===== config.mk =====
export PLATFORM = sky130hd
export DESIGN_NAME = char_stream_tokenizer_flat
export DESIGN_NICKNAME = d
export VERILOG_FILES = /design/src/cst_pkg.sv /design/src/cst_in_if.sv /design/src/cst_out_if.sv /design/src/cst_scan_core.sv /design/src/cst_token_queue.sv /design/src/char_stream_tokenizer.sv /design/src/flat_wrapper.sv
export SDC_FILE = /design/constraint.sdc
export NUM_CORES = 1
export LEC_CHECK = 0
export ABC_AREA = 1
export ABC_CLOCK_PERIOD_IN_PS = 5700
export BUFFER_PORTS_ARGS = -buffer_cell sky130_fd_sc_hd__buf_2
export CAP_MARGIN = 10
export CORE_MARGIN = 3
export CORE_UTILIZATION = 35
export CTS_BUF_LIST = sky130_fd_sc_hd__clkbuf_2
export DETAILED_ROUTE_END_ITERATION = 8
export PLACE_DENSITY_LB_ADDON = 0.12
export SKIP_LAST_GASP = 1
export SYNTH_ARGS = -nofsm -noshare
export SYNTH_HDL_FRONTEND = slang
export SYNTH_SLANG_ARGS = --single-unit

===== constraint.sdc =====
create_clock -name clk -period 5.7 [get_ports clk]
set_clock_uncertainty 0.2 [all_clocks]
set_input_delay 1.14 -clock clk [delete_from_list [all_inputs] [get_ports clk]]
set_output_delay 1.14 -clock clk [all_outputs]
set_load 0.01 [all_outputs]

===== src/cst_pkg.sv =====
// cst_pkg: shared types, constants and helper functions of the character stream tokenizer
// used by the token channel interface, the scan core, the token queue and the top level
package cst_pkg;

  // sizing
  localparam int POSITION_BITS = 16;
  localparam int LENGTH_BITS   = 8;
  localparam int QUEUE_DEPTH   = 4;
  localparam int QUEUE_PTR_BITS = $clog2(QUEUE_DEPTH);

  localparam logic [POSITION_BITS-1:0] POS_MAX = '1;
  localparam logic [POSITION_BITS-1:0] POS_ONE = POSITION_BITS'(1);
  localparam logic [LENGTH_BITS-1:0]   LEN_MAX = '1;
  localparam logic [LENGTH_BITS-1:0]   LEN_ONE = LENGTH_BITS'(1);

  // token kinds
  localparam logic [4:0] KIND_END     = 5'd0;
  localparam logic [4:0] KIND_UNKNOWN = 5'd1;
  localparam logic [4:0] KIND_LPAREN  = 5'd2;
  localparam logic [4:0] KIND_RPAREN  = 5'd3;
  localparam logic [4:0] KIND_LBRACK  = 5'd4;
  localparam logic [4:0] KIND_RBRACK  = 5'd5;
  localparam logic [4:0] KIND_LBRACE  = 5'd6;
  localparam logic [4:0] KIND_RBRACE  = 5'd7;
  localparam logic [4:0] KIND_SEMI    = 5'd8;
  localparam logic [4:0] KIND_PLUS    = 5'd9;
  localparam logic [4:0] KIND_MINUS   = 5'd10;
  localparam logic [4:0] KIND_STAR    = 5'd11;
  localparam logic [4:0] KIND_SLASH   = 5'd12;
  localparam logic [4:0] KIND_EQ_EQ   = 5'd13;
  localparam logic [4:0] KIND_ASSIGN  = 5'd14;
  localparam logic [4:0] KIND_NUMBER  = 5'd21;
  localparam logic [4:0] KIND_IDENT   = 5'd25;

  // keyword prefix tracking
  localparam logic [2:0] KW_NONE  = 3'd0;
  localparam logic [2:0] KW_PRINT = 3'd1;
  localparam logic [2:0] KW_IF    = 3'd2;
  localparam logic [2:0] KW_ELSE  = 3'd3;

  // characters
  localparam logic [7:0] CH_NUL   = 8'h00;
  localparam logic [7:0] CH_LF    = 8'h0A;
  localparam logic [7:0] CH_DOT   = 8'h2E;
  localparam logic [7:0] CH_UNDER = 8'h5F;
  localparam logic [7:0] CH_EQ    = 8'h3D;
  localparam logic [7:0] CH_LT    = 8'h3C;
  localparam logic [7:0] CH_GT    = 8'h3E;
  localparam logic [7:0] CH_BANG  = 8'h21;

  // scanner modes; the four operator modes share bit 2
  typedef enum logic [3:0] {
    MODE_IDLE   = 4'd0,
    MODE_NUMBER = 4'd1,
    MODE_WORD   = 4'd2,
    MODE_DOT    = 4'd3,
    MODE_OP_EQ  = 4'd4,
    MODE_OP_LT  = 4'd5,
    MODE_OP_GT  = 4'd6,
    MODE_OP_NOT = 4'd7
  } scan_mode_t;

  typedef struct packed {
    logic [4:0]               kind;
    logic [POSITION_BITS-1:0] line;
    logic [POSITION_BITS-1:0] column;
    logic [7:0]               length;
    logic [7:0]               bad_byte;
    logic                     last;
  } token_t;

  // tokens handed from the scan core to the queue in one cycle
  typedef struct packed {
    logic [1:0] count;
    token_t     first;
    token_t     second;
  } push_t;

  // kind of a single-character token, KIND_END when the byte is not one
  function automatic logic [4:0] single_kind(input logic [7:0] c);
    logic [4:0] k;
    k = KIND_END;
    case (c)
      8'h28: k = KIND_LPAREN;
      8'h29: k = KIND_RPAREN;
      8'h5B: k = KIND_LBRACK;
      8'h5D: k = KIND_RBRACK;
      8'h7B: k = KIND_LBRACE;
      8'h7D: k = KIND_RBRACE;
      8'h3B: k = KIND_SEMI;
      8'h2B: k = KIND_PLUS;
      8'h2D: k = KIND_MINUS;
      8'h2A: k = KIND_STAR;
      8'h2F: k = KIND_SLASH;
      default: k = KIND_END;
    endcase
    return k;
  endfunction

  function automatic logic [2:0] kw_length(input logic [2:0] prog);
    logic [2:0] n;
    case (prog)
      KW_PRINT: n = 3'd5;
      KW_IF:    n = 3'd2;
      KW_ELSE:  n = 3'd4;
      default:  n = 3'd0;
    endcase
    return n;
  endfunction

  // character at a position inside a keyword
  function automatic logic [7:0] kw_char(input logic [2:0] prog, input logic [2:0] idx);
    logic [7:0] ch;
    ch = CH_NUL;
    case (prog)
      KW_PRINT: begin
        case (idx)
          3'd0: ch = 8'h70;
          3'd1: ch = 8'h72;
          3'd2: ch = 8'h69;
          3'd3: ch = 8'h6E;
          3'd4: ch = 8'h74;
          default: ch = CH_NUL;
        endcase
      end
      KW_IF: begin
        case (idx)
          3'd0: ch = 8'h69;
          3'd1: ch = 8'h66;
          default: ch = CH_NUL;
        endcase
      end
      KW_ELSE: begin
        case (idx)
          3'd0: ch = 8'h65;
          3'd1: ch = 8'h6C;
          3'd2: ch = 8'h73;
          3'd3: ch = 8'h65;
          default: ch = CH_NUL;
        endcase
      end
      default: ch = CH_NUL;
    endcase
    return ch;
  endfunction

  // lexeme length as reported, saturating at 255
  function automatic logic [7:0] report_length(input logic [LENGTH_BITS-1:0] len);
    logic [7:0] r;
    if (32'(len) > 32'd255) begin
      r = 8'hFF;
    end else begin
      r = 8'(len);
    end
    return r;
  endfunction

endpackage


===== src/cst_in_if.sv =====
// cst_in_if: character request channel of the tokenizer
// depends on nothing
interface cst_in_if;
  logic       valid;
  logic       ready;
  logic [7:0] text_byte;
  logic       end_of_text;

  modport source (output valid, output text_byte, output end_of_text, input ready);
  modport sink   (input valid, input text_byte, input end_of_text, output ready);
endinterface


===== src/cst_out_if.sv =====
// cst_out_if: token request channel of the tokenizer
// depends on cst_pkg for the position width
interface cst_out_if import cst_pkg::*; ();
  logic                     valid;
  logic                     ready;
  logic [4:0]               token_kind;
  logic [POSITION_BITS-1:0] token_line;
  logic [POSITION_BITS-1:0] start_column;
  logic [7:0]               lexeme_length;
  logic [7:0]               unknown_byte;
  logic                     last_of_run;

  modport source (output valid, output token_kind, output token_line, output start_column,
                  output lexeme_length, output unknown_byte, output last_of_run,
                  input ready);
  modport sink   (input valid, input token_kind, input token_line, input start_column,
                  input lexeme_length, input unknown_byte, input last_of_run,
                  output ready);
endinterface


===== src/cst_scan_core.sv =====
// cst_scan_core: scanner mode machine, position counters and token generation
// depends on cst_pkg; produces up to two tokens per accepted character
module cst_scan_core import cst_pkg::*; (
  input  logic       clk,
  input  logic       rst,
  input  logic       take,
  input  logic [7:0] text_byte,
  input  logic       end_of_text,
  output push_t      push
);

  scan_mode_t               mode, mode_next;
  logic                     seen_dot, seen_dot_next;
  logic [2:0]               kw_prog, kw_prog_next;
  logic [POSITION_BITS-1:0] cur_line, cur_line_next;
  logic [POSITION_BITS-1:0] cur_col, cur_col_next;
  logic [POSITION_BITS-1:0] tok_line, tok_line_next;
  logic [POSITION_BITS-1:0] tok_col, tok_col_next;
  logic [LENGTH_BITS-1:0]   tok_len, tok_len_next;

  logic [7:0] c;
  logic       is_digit, is_alpha, is_space, is_op_start, is_word_start, is_dot;
  logic       eot, mode_op, cont_number, cont_word, dot_digit, op_pair, fresh;
  logic [1:0] op_idx;
  logic [4:0] one_kind;
  logic       idle_emit, kw_keep;
  logic [POSITION_BITS-1:0] moved_line, moved_col;
  logic [LENGTH_BITS-1:0]   grown_len;
  token_t     flush_tok, second_tok;
  logic       flush_v, second_v;

  // character classes
  assign c             = text_byte;
  assign is_digit      = (c >= 8'h30) && (c <= 8'h39);
  assign is_alpha      = ((c >= 8'h61) && (c <= 8'h7A)) || ((c >= 8'h41) && (c <= 8'h5A));
  assign is_space      = (c == 8'h20) || ((c >= 8'h09) && (c <= 8'h0D));
  assign is_op_start   = (c == CH_EQ) || (c == CH_LT) || (c == CH_GT) || (c == CH_BANG);
  assign is_word_start = is_alpha || (c == CH_UNDER);
  assign is_dot        = (c == CH_DOT);
  assign one_kind      = single_kind(c);

  // which path this character takes
  assign eot         = end_of_text || (c == CH_NUL);
  assign mode_op     = mode[2];
  assign op_idx      = mode[1:0];
  assign cont_number = (mode == MODE_NUMBER) && (is_digit || (is_dot && !seen_dot));
  assign cont_word   = (mode == MODE_WORD) && (is_word_start || is_digit);
  assign dot_digit   = (mode == MODE_DOT) && is_digit;
  assign op_pair     = mode_op && (c == CH_EQ);
  assign fresh       = !eot && !cont_number && !cont_word && !dot_digit && !op_pair;
  assign idle_emit   = (one_kind != KIND_END) ||
                       (!is_space && !is_op_start && !is_digit && !is_dot && !is_word_start);

  // keyword prefix still matching after this character
  assign kw_keep = (kw_prog != KW_NONE) && (kw_prog <= KW_ELSE) &&
                   (32'(tok_len) < 32'(kw_length(kw_prog))) &&
                   (kw_char(kw_prog, tok_len[2:0]) == c);

  // position after consuming the character, saturating
  assign moved_line = (c == CH_LF && cur_line != POS_MAX) ? cur_line + POS_ONE : cur_line;
  assign moved_col  = (c == CH_LF) ? POS_ONE :
                      (cur_col != POS_MAX) ? cur_col + POS_ONE : cur_col;
  assign grown_len  = (tok_len != LEN_MAX) ? tok_len + LEN_ONE : tok_len;

  // next state
  always_comb begin
    mode_next     = mode;
    seen_dot_next = seen_dot;
    kw_prog_next  = kw_prog;
    cur_line_next = cur_line;
    cur_col_next  = cur_col;
    tok_line_next = tok_line;
    tok_col_next  = tok_col;
    tok_len_next  = tok_len;
    if (take) begin
      if (eot) begin
        mode_next     = MODE_IDLE;
        seen_dot_next = 1'b0;
        kw_prog_next  = KW_NONE;
        cur_line_next = POS_ONE;
        cur_col_next  = POS_ONE;
        tok_line_next = POS_ONE;
        tok_col_next  = POS_ONE;
        tok_len_next  = '0;
      end else begin
        cur_line_next = moved_line;
        cur_col_next  = moved_col;
        if (cont_number) begin
          seen_dot_next = seen_dot || is_dot;
          tok_len_next  = grown_len;
        end else if (cont_word) begin
          kw_prog_next = kw_keep ? kw_prog : KW_NONE;
          tok_len_next = grown_len;
        end else if (dot_digit) begin
          mode_next     = MODE_NUMBER;
          seen_dot_next = 1'b1;
          tok_len_next  = grown_len;
        end else if (op_pair) begin
          mode_next    = MODE_IDLE;
          tok_len_next = '0;
        end else begin
          // close any open token, then look at the character afresh
          mode_next     = MODE_IDLE;
          seen_dot_next = 1'b0;
          kw_prog_next  = KW_NONE;
          tok_len_next  = '0;
          if (one_kind == KIND_END && (is_op_start || is_digit || is_dot || is_word_start)) begin
            tok_line_next = cur_line;
            tok_col_next  = cur_col;
            tok_len_next  = LEN_ONE;
            if (is_op_start) begin
              mode_next = (c == CH_EQ) ? MODE_OP_EQ :
                          (c == CH_LT) ? MODE_OP_LT :
                          (c == CH_GT) ? MODE_OP_GT : MODE_OP_NOT;
            end else if (is_digit) begin
              mode_next = MODE_NUMBER;
            end else if (is_dot) begin
              mode_next = MODE_DOT;
            end else begin
              mode_next    = MODE_WORD;
              kw_prog_next = (c == 8'h70) ? KW_PRINT :
                             (c == 8'h69) ? KW_IF :
                             (c == 8'h65) ? KW_ELSE : KW_NONE;
            end
          end
        end
      end
    end
  end

  // token that closes the pending lexeme
  always_comb begin
    flush_tok          = '0;
    flush_tok.line     = tok_line;
    flush_tok.column   = tok_col;
    flush_tok.length   = 8'd1;
    case (mode)
      MODE_NUMBER: begin
        flush_tok.kind   = KIND_NUMBER;
        flush_tok.length = report_length(tok_len);
      end
      MODE_WORD: begin
        flush_tok.kind   = KIND_IDENT;
        flush_tok.length = report_length(tok_len);
        if (kw_prog != KW_NONE && kw_prog <= KW_ELSE &&
            32'(tok_len) == 32'(kw_length(kw_prog))) begin
          flush_tok.kind = KIND_NUMBER + 5'(kw_prog);
        end
      end
      MODE_DOT: begin
        flush_tok.kind     = KIND_UNKNOWN;
        flush_tok.bad_byte = CH_DOT;
      end
      MODE_OP_EQ, MODE_OP_LT, MODE_OP_GT, MODE_OP_NOT: begin
        flush_tok.kind = KIND_ASSIGN + 5'({op_idx, 1'b0});
      end
      default: begin
        flush_tok.kind = KIND_END;
      end
    endcase
  end

  // token raised by the character itself
  always_comb begin
    second_tok        = '0;
    second_tok.line   = cur_line;
    second_tok.column = cur_col;
    second_tok.length = 8'd1;
    second_tok.last   = 1'b1;
    if (eot) begin
      second_tok.kind   = KIND_END;
      second_tok.length = 8'd0;
    end else if (op_pair) begin
      second_tok.kind   = KIND_EQ_EQ + 5'({op_idx, 1'b0});
      second_tok.line   = tok_line;
      second_tok.column = tok_col;
      second_tok.length = 8'd2;
    end else if (one_kind != KIND_END) begin
      second_tok.kind = one_kind;
    end else begin
      second_tok.kind     = KIND_UNKNOWN;
      second_tok.bad_byte = c;
    end
  end

  // order the tokens and mark the final one
  assign flush_v  = take && (eot || fresh) && (mode != MODE_IDLE);
  assign second_v = take && (eot || op_pair || (fresh && idle_emit));

  always_comb begin
    push.count  = 2'(flush_v) + 2'(second_v);
    push.second = second_tok;
    if (flush_v) begin
      push.first      = flush_tok;
      push.first.last = !second_v;
    end else begin
      push.first = second_tok;
    end
  end

  always_ff @(posedge clk) begin
    if (rst) begin
      mode     <= MODE_IDLE;
      seen_dot <= 1'b0;
      kw_prog  <= KW_NONE;
      cur_line <= POS_ONE;
      cur_col  <= POS_ONE;
      tok_line <= POS_ONE;
      tok_col  <= POS_ONE;
      tok_len  <= '0;
    end else begin
      mode     <= mode_next;
      seen_dot <= seen_dot_next;
      kw_prog  <= kw_prog_next;
      cur_line <= cur_line_next;
      cur_col  <= cur_col_next;
      tok_line <= tok_line_next;
      tok_col  <= tok_col_next;
      tok_len  <= tok_len_next;
    end
  end

endmodule


===== src/cst_token_queue.sv =====
// cst_token_queue: small result queue taking up to two tokens a cycle, giving one
// depends on cst_pkg and cst_out_if
module cst_token_queue import cst_pkg::*; (
  input  logic             clk,
  input  logic             rst,
  input  push_t            push,
  output logic             has_room,
  cst_out_if.source        token_out
);

  token_t                    entries [QUEUE_DEPTH];
  logic [QUEUE_PTR_BITS-1:0] wr_ptr, rd_ptr;
  logic [QUEUE_PTR_BITS:0]   fill;
  logic                      pop;

  // room for two tokens keeps a new request flowing every cycle
  assign has_room = (32'(fill) <= QUEUE_DEPTH - 2);
  assign pop      = token_out.valid && token_out.ready;

  // head of the queue drives the channel
  assign token_out.valid         = (fill != '0);
  assign token_out.token_kind    = entries[rd_ptr].kind;
  assign token_out.token_line    = entries[rd_ptr].line;
  assign token_out.start_column  = entries[rd_ptr].column;
  assign token_out.lexeme_length = entries[rd_ptr].length;
  assign token_out.unknown_byte  = entries[rd_ptr].bad_byte;
  assign token_out.last_of_run   = entries[rd_ptr].last;

  // storage writes
  always_ff @(posedge clk) begin
    if (push.count != 2'd0) begin
      entries[wr_ptr] <= push.first;
    end
    if (push.count == 2'd2) begin
      entries[wr_ptr + QUEUE_PTR_BITS'(1)] <= push.second;
    end
  end

  // pointers and fill level
  always_ff @(posedge clk) begin
    if (rst) begin
      wr_ptr <= '0;
      rd_ptr <= '0;
      fill   <= '0;
    end else begin
      wr_ptr <= wr_ptr + QUEUE_PTR_BITS'(push.count);
      rd_ptr <= rd_ptr + QUEUE_PTR_BITS'(pop);
      fill   <= fill + (QUEUE_PTR_BITS+1)'(push.count) - (QUEUE_PTR_BITS+1)'(pop);
    end
  end

endmodule


===== src/char_stream_tokenizer.sv =====
// char_stream_tokenizer: streaming lexer, one character request per cycle while the token queue has room
// output: a token is registered into the token queue when the character that ends it is taken
// throughput: one character a cycle while the queue has room; a character closing one token and raising another
//   queues two tokens, drained one a cycle while token_out is ready through a four-entry token queue
// reset: synchronous, scanner idle at line 1 column 1, token queue empty
module char_stream_tokenizer import cst_pkg::*; (
  input  logic        clk,
  input  logic        rst,
  cst_in_if.sink      char_in,
  cst_out_if.source   token_out
);

  push_t push;
  logic  has_room;
  logic  take;

  // character request handshake
  assign char_in.ready = has_room;
  assign take          = char_in.valid && char_in.ready;

  cst_scan_core u_core (
    .clk         (clk),
    .rst         (rst),
    .take        (take),
    .text_byte   (char_in.text_byte),
    .end_of_text (char_in.end_of_text),
    .push        (push)
  );

  cst_token_queue u_queue (
    .clk       (clk),
    .rst       (rst),
    .push      (push),
    .has_room  (has_room),
    .token_out (token_out)
  );

  // no tokens without an accepted character
  assert property (@(posedge clk) disable iff (rst) !take |-> push.count == 2'd0)
    else $error("tokens pushed without an accepted character");

  // end of text always ends with the end token
  assert property (@(posedge clk) disable iff (rst)
    take && (char_in.end_of_text || char_in.text_byte == CH_NUL) |->
      (push.count == 2'd1 && push.first.kind == KIND_END) ||
      (push.count == 2'd2 && push.second.kind == KIND_END))
    else $error("end of text without end token");

  // only the final token of a character is marked last
  assert property (@(posedge clk) disable iff (rst)
    push.count == 2'd2 |-> !push.first.last && push.second.last)
    else $error("last_of_run misplaced on a token pair");

  // an empty queue must accept characters
  assert property (@(posedge clk) disable iff (rst) !token_out.valid |-> char_in.ready)
    else $error("empty token queue refuses characters");

endmodule


===== src/flat_wrapper.sv =====
// flat-port wrapper written by rule: the top's interface ports become plain ports
module char_stream_tokenizer_flat import cst_pkg::*;
  (clk, rst, char_in_valid, char_in_text_byte, char_in_end_of_text, char_in_ready, token_out_valid, token_out_token_kind, token_out_token_line, token_out_start_column, token_out_lexeme_length, token_out_unknown_byte, token_out_last_of_run, token_out_ready);
  cst_in_if char_in_i ();
  cst_out_if token_out_i ();
  input  logic clk;
  input  logic rst;
  input wire logic [$bits(char_in_i.valid)-1:0] char_in_valid;
  input wire logic [$bits(char_in_i.text_byte)-1:0] char_in_text_byte;
  input wire logic [$bits(char_in_i.end_of_text)-1:0] char_in_end_of_text;
  output wire logic [$bits(char_in_i.ready)-1:0] char_in_ready;
  output wire logic [$bits(token_out_i.valid)-1:0] token_out_valid;
  output wire logic [$bits(token_out_i.token_kind)-1:0] token_out_token_kind;
  output wire logic [$bits(token_out_i.token_line)-1:0] token_out_token_line;
  output wire logic [$bits(token_out_i.start_column)-1:0] token_out_start_column;
  output wire logic [$bits(token_out_i.lexeme_length)-1:0] token_out_lexeme_length;
  output wire logic [$bits(token_out_i.unknown_byte)-1:0] token_out_unknown_byte;
  output wire logic [$bits(token_out_i.last_of_run)-1:0] token_out_last_of_run;
  input wire logic [$bits(token_out_i.ready)-1:0] token_out_ready;
  assign char_in_i.valid = char_in_valid;
  assign char_in_i.text_byte = char_in_text_byte;
  assign char_in_i.end_of_text = char_in_end_of_text;
  assign char_in_ready = char_in_i.ready;
  assign token_out_valid = token_out_i.valid;
  assign token_out_token_kind = token_out_i.token_kind;
  assign token_out_token_line = token_out_i.token_line;
  assign token_out_start_column = token_out_i.start_column;
  assign token_out_lexeme_length = token_out_i.lexeme_length;
  assign token_out_unknown_byte = token_out_i.unknown_byte;
  assign token_out_last_of_run = token_out_i.last_of_run;
  assign token_out_i.ready = token_out_ready;
  char_stream_tokenizer u_core (.clk(clk), .rst(rst), .char_in(char_in_i), .token_out(token_out_i));
endmodule

Word level (Yosys, flattened, before mapping)
Memory sizes are Yosys's and may differ from the RTL's. A register that Yosys moved wholly into a read port is not among the register bits.
Cells that the tools add are included.
{ "word_totals": {"regBits": 87, "input_bits": 13, "ramBits": 216, "romBits": 0, "memories": 1, "latchBits": 0} }
{ "memory_table": {"columns": ["name", "depth", "word_bits", "rd", "rd_ports_with_merged_regs", "write_ports", "line", "rtl"], "rows": [
  ["u_core.u_queue.entries", 4, 54, 1, 1, 2, "cst_token_queue.sv:11", "token_t entries [QUEUE_DEPTH];"]
]} }
{ "op_classes": {"bitwise": 0, "shift": 0, "eq_ne": 51, "reduce_logical": 78, "div": 0, "add_sub_neg": 12, "n_mux": 80, "n_mul": 0, "n_lt_le_gt_ge": 11} }
{ "op_table": {"columns": ["op", "count"], "rows": [
  ["2-to-1 mux 16 bit", 17],
  ["equality test 8 x 6 -> 1 bit (second input constant)", 13],
  ["2-to-1 mux 8 bit", 10],
  ["equality test 8 x 7 -> 1 bit (second input constant)", 8],
  ["2-to-1 mux 54 bit", 1],
  ["case mux 4 bit (11 select lines)", 1],
  ["2-to-1 mux 40 bit", 1],
  ["case mux 7 bit (5 select lines)", 1],
  ["2-to-1 mux 3 bit", 11],
  ["adder 16 x 1 -> 16 bit (second input constant)", 2],
  ["2-to-1 mux 32 bit", 1],
  ["inequality test 16 bit (second input constant)", 2],
  ["logical AND 1 bit", 29],
  ["case mux 8 bit (3 select lines)", 1],
  ["2-to-1 mux 2 bit", 11],
  ["case mux 7 bit (3 select lines)", 1],
  ["2-to-1 mux 5 bit", 4],
  ["case mux 5 bit (4 select lines)", 1],
  ["logical OR 1 bit", 17],
  ["equality test 4 x 3 -> 1 bit (second input constant)", 4],
  [">= comparator 8 x 7 -> 1 bit (second input constant)", 2],
  ["<= comparator 8 x 7 -> 1 bit (second input constant)", 2],
  ["case mux 7 bit (2 select lines)", 1],
  ["2-to-1 mux 1 bit", 13],
  ["other kinds (45)", 78]
]} }

Logic depth before layout (Yosys ltp)
{ "depth": {"ltp_word": 17, "depth_mapped": 22} }

Hierarchy
Synthesis repeated with hierarchy kept, for this count alone.
{ "unflattened": {"hier_cells": 2109, "area_unflattened_um2": 16888.7} }
{ "modules_own_cells": {"columns": ["mod", "area_each_um2", "instances", "cells_each", "seq_area_each_um2"], "rows": [
  ["cst_token_queue", 10736.5, 1, 1118, 6626.4],
  ["cst_scan_core", 6144.6, 1, 989, 1561.5],
  ["char_stream_tokenizer", 7.5, 1, 2, 0.0]
]} }

Least setup slack after synthesis
No wires, ideal clock.
{ "synth_path": {"path_kind": "input port to flip-flop", "start": "input port char_in_text_byte[4]", "end": "memory u_core.u_queue.entries[0][1] in the netlist's numbering, data pin", "path_buffers": 2, "t_required_ns": 5.349, "slack_ns": 0.568, "cell_stages": 21, "setup_ns": 0.151, "arrival_ns": 4.781, "path_cell_list": "buf_4 > inv_2 > nand3_1 > inv_1 > nand2_1 > o21ai_1 > nand2_1 > inv_2 > nor2_4 > inv_4 > nand2_4 > nand2_4 > inv_2 > buf_2 > ha_1 > inv_1 > nor3_1 > inv_1 > nand2_1 > o21ai_1 > nor2_1"} }
{ "synth_lines": {"columns": ["element", "line", "rtl"], "rows": [
  ["start, declared", "flat_wrapper.sv:9", "input wire logic [$bits(char_in_i.text_byte)-1:0] char_in_text_byte;"],
  ["end, declared", "cst_token_queue.sv:11", null]
]} }

==> results.sh <==
export IMPL_outcome="finished, final reports clean"
export IMPL_cts_sinks=301
export IMPL_setup_violations_final=0
export IMPL_use_met2_pct=35.22
export IMPL_seqCellArea_sq_um=7913
export IMPL_synth_area_sq_um=17100
export IMPL_grt_antenna_before_repair=1
export IMPL_cp_end_kind="output pin"
export IMPL_die_area_sq_um=51560
export IMPL_ctsResizeCount=0
export IMPL_final_common_cell="nand2_1"
export IMPL_pwr_density_cell_nw_per_um2=343.5
export IMPL_routed_via_density=5.188
export IMPL_post_dp_hpwl_um=35690
export IMPL_most_common_layout_cells="nand2_1, nor2_1, nand3_1, edfxtp_1, o21ai_0"
export IMPL_maxSlewHeadroom_pct=35.72
export IMPL_cts_path_max_buffers=3
export IMPL_grt_pass1_wl_um=86480
export IMPL_crit_type="reg2out"
export IMPL_clkSlewWorstSetupHoldPaths_ps=90
export IMPL_yosys_register_bits=301
export IMPL_slew_viol_final=0
export IMPL_startpoint_type="flip-flop"
export IMPL_start_util_pct=35.60
export IMPL_syn_nets=2303
export IMPL_grt_max_degree=77
export IMPL_cp_arrival_ps=3410
export IMPL_wire_per_inst_um=18.50
export IMPL_fmax_mhz=210.6
export IMPL_rsz0062_at_grt="false"
export IMPL_post_cts_buffers=0
export IMPL_drc=0
export IMPL_area_delta_synth_final_pct=10.71
export IMPL_hold_path_class="reg2reg"
export IMPL_drive_gt1_share_pct=14.90
export IMPL_multiInputGateArea_sq_um=8071
export IMPL_ant_nets=0
export IMPL_irDropWorstVdd_mv=0.1720
export IMPL_root_buffer="clkbuf_2"
export IMPL_synth_warnings=0
export IMPL_syn_inst=2262
export IMPL_grt_usage_pct=21.75
export IMPL_worst_pin_slew_ps=964.1
export IMPL_yosysUniqueCellTypes=51
export IMPL_grt_busiest_layer="met2"
export IMPL_port_buffer_count=68
export IMPL_grt_pass1_vias=15061
export IMPL_ios=69
export IMPL_gp_congestion=0.8668
export IMPL_r2r_cells=15
export IMPL_synth_largest_area_cell="edfxtp_1"
export IMPL_min_path_cells=2
export IMPL_fin_ws_ps=952.6
export IMPL_dp_slack_ps=928.4
export IMPL_grt_ovfl_total=0
export IMPL_finalHoldViolCount=0
export IMPL_cap_violations=0
export IMPL_vias=15694
export IMPL_syn_area_per_cell_sq_um=7.561
export IMPL_p_leak_uw=0.008301
export IMPL_grtUsageMet1_pct=29.65
export IMPL_synthTopCellsByArea="edfxtp_1, nand2_1, dfxtp_1, nand3_1, nor2_1"
export IMPL_numCtsBuffers=85
export IMPL_fin_crit_sh_pct=83.29
export IMPL_critPathRequiredTime_ps=4360
export IMPL_die_h_um=227.1
export IMPL_placed_area_sq_um=18060
export IMPL_fillCellCount=5038
export IMPL_firstDrtPassIters=7
export IMPL_crit_fanout=47
export IMPL_drtIter0Drc=1163
export IMPL_die_x_um=227.1
export IMPL_wirelength_um=55970
export IMPL_layout_min_cycle_time_ps=4747
export IMPL_hold_buffers=0
export IMPL_clkLatencyLatePin_ps=1030
export IMPL_fin_area_sq_um=18940
export IMPL_tns_ps=0
export IMPL_synth_seq_area_share_pct=46.23
export IMPL_coreArea_sq_um=48050
export IMPL_grt_use_met3_pct=3.972
export IMPL_cts_tree="built"
export IMPL_rows=80
export IMPL_power_uw=6504
export IMPL_synth_top_area_share_pct=33.01
export IMPL_fin_nets=2380
export IMPL_cts_max_level=3
[critical path, cell delays in order (launching register included)]
cell and delay [ps]:
dfxtp_4 470, inv_2 690, buf_4 470, o21ai_0 160
o22ai_1 370, buf_2 220
[logic make-up after synthesis]
| family | count (synthesis) | share of synthesized area, % |
|---|---|---|
| xor+xnor | 9 | 0.4609 |
| simple gates | 1289 | 32.63 |
| compound gates | 352 | 11.69 |
| flops | 301 | 46.23 |
| buf+inv | 283 | 6.898 |
| fa+ha+maj | 28 | 2.092 |
[state kept, by name, indices dropped and copies added (netlist names), 3 cells and up]
| signal | cells |
|---|---|
| u_core.u_queue.entries | 216 |
| u_core.u_core.cur_col | 16 |
| u_core.u_core.cur_line | 16 |
| u_core.u_core.tok_col | 16 |
| u_core.u_core.tok_line | 16 |
| u_core.u_core.tok_len | 8 |
| u_core.u_core.mode | 3 |
| u_core.u_queue.fill | 3 |
[metal layers]
| metal | vias up | share of wire (%) | routed length (um) |
|---|---|---|---|
| met5 | - | 0 | 0 |
| met4 | 0 | 2.1 | 1181 |
| met1 | 7298 | 46 | 25530 |
| met2 | 530 | 45 | 25390 |
| li1 | 7772 | - | - |
| met3 | 94 | 6.9 | 3868 |
[Yosys cell counts, drive strengths merged]
| cell | instances |
|---|---|
| nand2 | 665 |
| nor2 | 300 |
| nand3 | 228 |
| o21ai | 218 |
| edfxtp | 188 |
| inv | 165 |
| dfxtp | 113 |
| clkbuf | 83 |
| o22ai | 56 |
| a21oi | 50 |
| nor3 | 41 |
| nand3b | 36 |
| buf | 32 |
| ha | 27 |
| nand4 | 10 |
| xor2 | 7 |
| a21boi | 6 |
| a211oi | 5 |
| o2111ai | 4 |
| nor4 | 3 |
| o211ai | 3 |
| o21a | 3 |
| or2 | 3 |
| a31oi | 2 |
| dlygate4sd1 | 2 |
| nor3b | 2 |
| xnor2 | 2 |
| a221oi | 1 |
| a22o | 1 |
| a22oi | 1 |
| and2 | 1 |
| clkinv | 1 |
| fa | 1 |
| o31ai | 1 |
| o32ai | 1 |
[through the flow]
stage          hold WS (ps)  utilization, %  std cells
2_1_floorplan         221.2               -       2262
3_3_place_gp          238.7           37.59       2867
3_5_place_dp          236.8           37.59       2867
4_1_cts               255.2           39.41       3024
5_1_grt               279.6           39.41       3025
6_report              255.9           39.41       3025
[cell type report]
| class | count | share of cell area (%) |
|---|---|---|
| multi-input combinational | 1678 | 42.63 |
| sequential | 301 | 41.79 |
| tap | 615 | 4.064 |
| timing repair buffer | 107 | 3.608 |
| clock buffer | 134 | 3.542 |
| inverter | 166 | 3.304 |
| clock inverter | 23 | 1.057 |
| antenna | 1 | 0.01322 |
[power by group]
| part | leakage (uW) | internal [uW] | switching, uW | total (uW) |
|---|---|---|---|---|
| sequential | 0.00263 | 2580 | 162 | 2740 |
| clock | 0.000655 | 802 | 976 | 1780 |
| combinational | 0.00502 | 606 | 1380 | 1980 |
| total | 0.00830 | 3990 | 2510 | 6500 |
[final timing paths]
path              slack (ps)                            end                          start
setup / recovery         950      token_out_start_column[1]       u_core.u_queue.rd_ptr[0]
hold reg to reg          260  u_core.u_queue.entries[1][12]  u_core.u_queue.entries[1][12]
setup reg to reg        2150  u_core.u_queue.entries[1][39]          u_core.u_core.mode[1]
hold / removal           260  u_core.u_queue.entries[1][12]  u_core.u_queue.entries[1][12]
Note: power is estimated with default switching activity, not from simulation.
